### config.mk
export PLATFORM = sky130hd
export DESIGN_NAME = paper_feed_stepper_controller
export DESIGN_NICKNAME = d
export VERILOG_FILES = /design/src/rtl/pfsc_pkg.sv /design/src/rtl/paper_feed_stepper_controller.sv
export SDC_FILE = /design/constraint.sdc
export NUM_CORES = 1
export LEC_CHECK = 0
export BUFFER_PORTS_ARGS = -buffer_cell sky130_fd_sc_hd__buf_2
export CORE_MARGIN = 5
export CORE_UTILIZATION = 66
export DETAILED_ROUTE_END_ITERATION = 16
export PLACE_DENSITY = 0.87
export SETUP_SLACK_MARGIN = 0.02
export SLEW_MARGIN = 20
export SYNTH_ARGS = -nofsm -noshare
export SYNTH_HDL_FRONTEND = slang
export SYNTH_SLANG_ARGS = --single-unit
### constraint.sdc
create_clock -name i_clk -period 10.5 [get_ports i_clk]
set_input_delay 2.1 -clock i_clk [delete_from_list [all_inputs] [get_ports i_clk]]
set_output_delay 2.1 -clock i_clk [all_outputs]
set_load 0.1 [all_outputs]
### src/rtl/pfsc_pkg.sv
// Shared types, codes and coil pattern functions for the paper feed stepper controller.
// No dependencies; imported by the top level and by its checker.
package pfsc_pkg;

    // coil drive code
    typedef logic [1:0] t_drive;
    localparam t_drive DRV_OFF = 2'd0;
    localparam t_drive DRV_FWD = 2'd1;
    localparam t_drive DRV_REV = 2'd2;

    // status reply code
    typedef logic [2:0] t_reply;
    localparam t_reply RPL_OK          = 3'd0;
    localparam t_reply RPL_BAD_PARAM   = 3'd1;
    localparam t_reply RPL_BAD_LEN     = 3'd2;
    localparam t_reply RPL_UNSUPPORTED = 3'd3;
    localparam t_reply RPL_PAPER       = 3'd4;

    // host command bytes
    localparam logic [7:0] CODE_TEST  = 8'h10;
    localparam logic [7:0] CODE_FEED  = 8'h11;
    localparam logic [7:0] LEN_TEST   = 8'd1;
    localparam logic [7:0] LEN_FEED   = 8'd2;
    localparam logic [7:0] PARAM_NONE = 8'h00;
    localparam logic [7:0] PARAM_BAD  = 8'hFF;

    // item kinds
    localparam logic CMD_TIME   = 1'b0;
    localparam logic CMD_PACKET = 1'b1;

    // configuration register indexes
    typedef logic [1:0] t_cfg_idx;
    localparam t_cfg_idx CFG_TICK_THRESHOLD    = 2'd0;
    localparam t_cfg_idx CFG_HOLD_TICKS        = 2'd1;
    localparam t_cfg_idx CFG_PAPER_ERROR_TICKS = 2'd2;

    // configuration reset values
    localparam logic [7:0]  RST_TICK_THRESHOLD    = 8'd3;
    localparam logic [7:0]  RST_HOLD_TICKS        = 8'd25;
    localparam logic [15:0] RST_PAPER_ERROR_TICKS = 16'd5000;

    // full-step sequence: A+B+, A+B-, A-B-, A-B+
    function automatic t_drive pattern_a(input logic [1:0] phase);
        t_drive drv;
        unique case (phase)
            2'd0, 2'd1: drv = DRV_FWD;
            default:    drv = DRV_REV;
        endcase
        return drv;
    endfunction

    function automatic t_drive pattern_b(input logic [1:0] phase);
        t_drive drv;
        unique case (phase)
            2'd0, 2'd3: drv = DRV_FWD;
            default:    drv = DRV_REV;
        endcase
        return drv;
    endfunction

endpackage

### src/rtl/paper_feed_stepper_controller.sv
// Paper feed stepper controller: input beat register, single-pass update, result register.
// Depends on pfsc_pkg.
//
// A beat goes from the input register through the update into the result register.
// One beat per cycle while the output drains; time path: 32-bit subtract, 33-bit add, compare.
// The input stage refills while a result waits, as long as the result stage can drain.
// Reset (synchronous, active low) clears all motor state, coils off, config to defaults.
module paper_feed_stepper_controller
    import pfsc_pkg::*;
(
    input  logic        i_clk,
    input  logic        i_rst_n,
    // input beats
    input  logic        i_in_valid,
    output logic        o_in_ready,
    input  logic        i_command,
    input  logic [31:0] i_time_now,
    input  logic        i_paper_present,
    input  logic [7:0]  i_cmd_code,
    input  logic [7:0]  i_cmd_param,
    input  logic [7:0]  i_packet_length,
    // result beats
    output logic        o_out_valid,
    input  logic        i_out_ready,
    output logic [1:0]  o_coil_a,
    output logic [1:0]  o_coil_b,
    output logic        o_reply_valid,
    output logic [2:0]  o_reply_code,
    // configuration writes
    input  logic        i_cfg_we,
    input  logic [1:0]  i_cfg_index,
    input  logic [15:0] i_cfg_wdata
);

    // configuration
    logic [7:0]  r_tick_threshold;
    logic [7:0]  r_hold_ticks;
    logic [15:0] r_paper_error_ticks;

    // input stage
    logic        r_in_valid;
    logic        r_in_command;
    logic [31:0] r_in_time_now;
    logic        r_in_paper;
    logic [7:0]  r_in_code;
    logic [7:0]  r_in_param;
    logic [7:0]  r_in_len;

    // motor state
    logic [7:0]  r_pending, n_pending;
    logic [1:0]  r_phase, n_phase;
    logic [7:0]  r_hold, n_hold;
    logic [15:0] r_paper_count, n_paper_count;
    logic [31:0] r_last_time, n_last_time;
    logic [7:0]  r_elapsed, n_elapsed;
    t_drive      r_coil_a, n_coil_a;
    t_drive      r_coil_b, n_coil_b;

    // result stage
    logic        r_out_valid;
    t_drive      r_out_coil_a;
    t_drive      r_out_coil_b;
    logic        r_out_reply_valid;
    t_reply      r_out_reply_code;

    logic        n_reply_valid;
    t_reply      n_reply_code;
    logic        out_free;
    logic        do_step;
    logic        in_take;
    logic [31:0] time_diff;
    logic [32:0] elapsed_total;
    logic [16:0] paper_next;

    // handshake
    assign out_free   = !r_out_valid || i_out_ready;
    assign do_step    = r_in_valid && out_free;
    assign o_in_ready = !r_in_valid || out_free;
    assign in_take    = i_in_valid && o_in_ready;

    // configuration write port
    always_ff @(posedge i_clk) begin
        if (!i_rst_n) begin
            r_tick_threshold    <= RST_TICK_THRESHOLD;
            r_hold_ticks        <= RST_HOLD_TICKS;
            r_paper_error_ticks <= RST_PAPER_ERROR_TICKS;
        end else if (i_cfg_we) begin
            unique case (i_cfg_index)
                CFG_TICK_THRESHOLD:    r_tick_threshold    <= i_cfg_wdata[7:0];
                CFG_HOLD_TICKS:        r_hold_ticks        <= i_cfg_wdata[7:0];
                CFG_PAPER_ERROR_TICKS: r_paper_error_ticks <= i_cfg_wdata;
                default: ;
            endcase
        end
    end

    // input register
    always_ff @(posedge i_clk) begin
        if (!i_rst_n) begin
            r_in_valid <= 1'b0;
        end else if (in_take) begin
            r_in_valid <= 1'b1;
        end else if (do_step) begin
            r_in_valid <= 1'b0;
        end
    end

    always_ff @(posedge i_clk) begin
        if (in_take) begin
            r_in_command  <= i_command;
            r_in_time_now <= i_time_now;
            r_in_paper    <= i_paper_present;
            r_in_code     <= i_cmd_code;
            r_in_param    <= i_cmd_param;
            r_in_len      <= i_packet_length;
        end
    end

    // elapsed time and paper counter arithmetic
    assign time_diff     = r_in_time_now - r_last_time;
    assign elapsed_total = {1'b0, time_diff} + {25'd0, r_elapsed};
    assign paper_next    = {1'b0, r_paper_count} + 17'd1;

    // next state for one beat
    always_comb begin
        n_pending     = r_pending;
        n_phase       = r_phase;
        n_hold        = r_hold;
        n_paper_count = r_paper_count;
        n_last_time   = r_last_time;
        n_elapsed     = r_elapsed;
        n_coil_a      = r_coil_a;
        n_coil_b      = r_coil_b;
        n_reply_valid = 1'b0;
        n_reply_code  = RPL_OK;
        if (r_in_command == CMD_TIME) begin
            if (r_in_time_now != r_last_time) begin
                n_last_time = r_in_time_now;
                if (elapsed_total > {25'd0, r_tick_threshold}) begin
                    // motor tick
                    n_elapsed = '0;
                    if (r_in_paper) begin
                        priority if (r_pending != '0) begin
                            n_hold    = r_hold_ticks;
                            n_pending = r_pending - 8'd1;
                            n_coil_a  = pattern_a(r_phase);
                            n_coil_b  = pattern_b(r_phase);
                            n_phase   = r_phase + 2'd1;
                        end else if (r_hold != '0) begin
                            n_hold = r_hold - 8'd1;
                        end else begin
                            n_coil_a = DRV_OFF;
                            n_coil_b = DRV_OFF;
                        end
                        n_paper_count = r_paper_error_ticks;
                    end else if (paper_next >= {1'b0, r_paper_error_ticks}) begin
                        // repeated missing paper: error, drop steps, release
                        n_paper_count = '0;
                        n_pending     = '0;
                        n_coil_a      = DRV_OFF;
                        n_coil_b      = DRV_OFF;
                        n_reply_valid = 1'b1;
                        n_reply_code  = RPL_PAPER;
                    end else begin
                        n_paper_count = paper_next[15:0];
                    end
                end else begin
                    // sum is at most the threshold here, so it fits
                    n_elapsed = elapsed_total[7:0];
                end
            end
        end else begin
            // host packet
            priority if (r_in_code == CODE_TEST) begin
                if (r_in_len != LEN_TEST) begin
                    n_reply_valid = 1'b1;
                    n_reply_code  = RPL_BAD_LEN;
                end
            end else if (r_in_code == CODE_FEED) begin
                n_reply_valid = 1'b1;
                priority if (r_in_len != LEN_FEED) begin
                    n_reply_code = RPL_BAD_LEN;
                end else if (r_in_param == PARAM_NONE || r_in_param == PARAM_BAD) begin
                    n_reply_code = RPL_BAD_PARAM;
                end else begin
                    n_pending    = r_pending + r_in_param;
                    n_reply_code = RPL_OK;
                end
            end else begin
                n_reply_valid = 1'b1;
                n_reply_code  = RPL_UNSUPPORTED;
            end
        end
    end

    // motor state registers
    always_ff @(posedge i_clk) begin
        if (!i_rst_n) begin
            r_pending     <= '0;
            r_phase       <= '0;
            r_hold        <= '0;
            r_paper_count <= '0;
            r_last_time   <= '0;
            r_elapsed     <= '0;
            r_coil_a      <= DRV_OFF;
            r_coil_b      <= DRV_OFF;
        end else if (do_step) begin
            r_pending     <= n_pending;
            r_phase       <= n_phase;
            r_hold        <= n_hold;
            r_paper_count <= n_paper_count;
            r_last_time   <= n_last_time;
            r_elapsed     <= n_elapsed;
            r_coil_a      <= n_coil_a;
            r_coil_b      <= n_coil_b;
        end
    end

    // result register
    always_ff @(posedge i_clk) begin
        if (!i_rst_n) begin
            r_out_valid <= 1'b0;
        end else if (do_step) begin
            r_out_valid <= 1'b1;
        end else if (i_out_ready) begin
            r_out_valid <= 1'b0;
        end
    end

    always_ff @(posedge i_clk) begin
        if (do_step) begin
            r_out_coil_a      <= n_coil_a;
            r_out_coil_b      <= n_coil_b;
            r_out_reply_valid <= n_reply_valid;
            r_out_reply_code  <= n_reply_code;
        end
    end

    assign o_out_valid   = r_out_valid;
    assign o_coil_a      = r_out_coil_a;
    assign o_coil_b      = r_out_coil_b;
    assign o_reply_valid = r_out_reply_valid;
    assign o_reply_code  = r_out_reply_code;

endmodule

==> summary.txt <==
status - finished clean
Nets - 1530
final setup fails - 0
Worst-path clk slew - 0.07 ns
CTS tree - done
Setup TNS - 0 ns
HPWL after DPL - 18.7 mm
Tightest Hold Check Type - reg -> reg
layout cell share with drive strength beyond 1 - 0.127
Synth Area in Simple Gates - 0.216
# rows - 47
worst path arrival time - 6.28 ns
sequential power share - 0.427
clk_skew - 0.0118 ns
Post-Synthesis Cells - 1309
unrepaired setup endpoints after global routing - no
Syn Std Cell Area - 11100 um2
die height - 140 um
Post-Route WL - 26.4 mm
post-route cell area - 12200 um2
WS Path Type - reg -> reg
routed vias - 9827
sw frac - 0.298
antenna-violating nets left - 0
Max FO, Critical Path - 8
CTS H-Tree Depth - 4
drt first pass iters - 5
antenna diode count - 0
Vias/cell - 6.13
TritonCTS Buffers - 17
asr flop ratio synth - 0
Placed Area - 11600 um2
Synth Area in Adders - 0.0912
Bufs on Longest Clock Path - 2
Clock Sinks - 178
Max Freq - 164 MHz
setup bufs post-CTS - 0
DRC - 0
first-pass GRT wire length - 44.4 mm
Setup crit end kind - register
slew at the pin closest to its max-slew limit - 0.990 ns
die width - 140 um
ys flop type - dfxtp_1
P&R area growth vs syn - 10.3%
Ys Warns - 0
CTS Hold Buffers Added - 0
post-synth cell types - 92
grt ovf - 0
main area contributors after synthesis - dfxtp_1, edfxtp_1, ha_1
total power - 1.80 mW
DRT iter0 DRCs - 951
Clk network pwr share - 0.369
largest net degree at the start of global routing - 92
post-synthesis compound-gate area fraction - 0.203
Period Utilization, post-route - 0.580
Seq cells post-synth - 178
final hold vios - 0
Internal - 1.26 mW
leakage - 4.73 nW
Switch Pwr - 0.536 mW
post-CTS resize count - 0
top cell type by total area after synthesis - dfxtp_1
Top Ports - 91
Yosys top cell area share - 0.202
initial antenna violation count - 0
Non-Filler Instances - 1603
vias in the first global route - 9320
Layout Utilization - 0.739
Cell Pwr Density - 147 nW/um2
Final Max Tran Viols - 0
Avg Synthesized Cell Area - 8.46 um2
gpl congestion - 0.957
largest family of logic cells by synthesized area - simple AND/OR/NAND/NOR gates
Max-slew headroom - 0.340
Worst VDD drop - 135 uV
worst skew pair latency - 0.45 ns
mux share of post-synthesis cell area - 0.0111
Core Area - 16500 um2
# Max-Cap Violations - 0
Die Area - 19500 um2
Post-synth EDFFs - 66
cell count after placement - 1571
GR Util All Layers - 0.272
Post-Synth XOR/XNOR Area - 0.0434
Worst setup SP type - register
sequential fraction of the synthesis area - 0.381
CP required - 10.69 ns
count leader, synth - nand2_1
min Tclk post-route - 6.08 ns
Post-synth top cells - nand2_1, a21oi_1, dfxtp_1
average wire per standard cell - 16.5 um
Syn Nets - 1469
initial core utilization - 0.670
Root Buffer - clkbuf_16
Comb power frac - 0.204
I/O Buffers - 90
## kinds of logic after synthesis
kind of cell | count (synthesis)
compound gates | 342
xor+xnor | 54
fa+ha+maj | 79
buf+inv | 140
flops | 178
mux | 12
simple gates | 504
## path summary, 6_finish.rpt
| check | slack [ns] | depth (start not counted) | to | start |
|---|---|---|---|---|
| max | 4.42 | 20 | o_reply_valid | r_in_time_now[0] |
| min reg2reg | 0.45 | 2 | r_last_time[28] | r_last_time[28] |
| max reg2reg | 4.42 | 20 | o_reply_valid | r_in_time_now[0] |
| min | 0.45 | 2 | r_last_time[28] | r_last_time[28] |
## layout by cell type, fill, tap and decap left out, types with 5 or more instances in the layout
cell and instances:
o31ai_1 10, or3_1 7, a211oi_1 16, dfxtp_1 112, o211ai_1 14, o22ai_1 7, xor2_1 21, clkbuf_16 17
nand3_1 38, o21ai_1 6, o21bai_1 5, nand2_1 221, nor2b_1 14, o32ai_1 7, or2_2 6, and2_1 7
xnor2_1 32, o21ai_0 44, nor4_1 8, nor2_1 102, ha_1 76, o21a_1 15, a21o_1 21, nor3_1 20
a311oi_1 9, and3_1 16, inv_1 81, a21oi_1 123, buf_2 90, a31oi_1 10, mux2i_1 10, nand4_1 20
nand2b_1 9, buf_4 10, edfxtp_1 66
## layer usage
layer | global-route usage | vias up | share of wire
met5 | 0 | - | 0
met4 | 0.0872 | 0 | 0.021
met1 | 0.350 | 4616 | 0.43
li1 | - | 4809 | -
met3 | 0.0446 | 56 | 0.061
met2 | 0.469 | 346 | 0.49
## area by class of cell
class,count,area (um2)
flip-flops and latches,178,4220
inverters,82,308
clock inverters,14,179
fillers,1245,4310
well taps,220,275
clock buffers,18,429
repair buffers,100,526
multi-input cells,991,6280
## per-stage QoR
step / hold slack [ns] / worst slack, ns
2_1_floorplan: 0.432 / 5.19
3_3_place_gp: 0.442 / 4.77
3_5_place_dp: 0.446 / 4.58
4_1_cts: 0.455 / 4.52
5_1_grt: 0.472 / 3.96
6_report: 0.454 / 4.42
## registers in the layout, indices dropped and copies added (netlist names), 2 cells and up
register and cells:
o_coil_a 2, o_coil_b 2, o_reply_code 3, r_coil_a 2, r_coil_b 2, r_elapsed 8, r_hold 8, r_hold_ticks 8
r_in_code 8, r_in_len 8, r_in_param 8, r_in_time_now 32, r_last_time 32, r_paper_count 16, r_paper_error_ticks 16, r_pending 8
r_phase 2, r_tick_threshold 8
## power by group through the flow
| stage | Sequential (mW) | Clock (mW) | Combinational [mW] |
|---|---|---|---|
| 2_1_floorplan | 0.787 | 0 | 0.266 |
| 3_3_place_gp | 0.781 | 0 | 0.346 |
| 3_5_place_dp | 0.783 | 0 | 0.356 |
| 4_1_cts | 0.767 | 0.667 | 0.360 |
| 5_1_grt | 0.771 | 0.704 | 0.404 |
| 6_report | 0.768 | 0.664 | 0.367 |
## worst max-delay path, stage by stage, from the launching register on
cell and delay, ns:
edfxtp_1 0.38, inv_1 0.08, ha_1 0.17, inv_1 0.06, fa_1 0.45, a211oi_4 0.31, o21a_1 0.21, xnor2_1 0.08
ha_1 0.34, a2111oi_0 0.13, a221oi_1 0.47, nor2_1 0.10, nor4_2 0.51, nand3_1 0.23, or3_4 0.39, nor4_1 0.34
mux2_2 0.40, or4_4 0.59, nand2_1 0.27, nor3_1 0.12, nand2b_1 0.19
(Power assumes the default switching activity.)
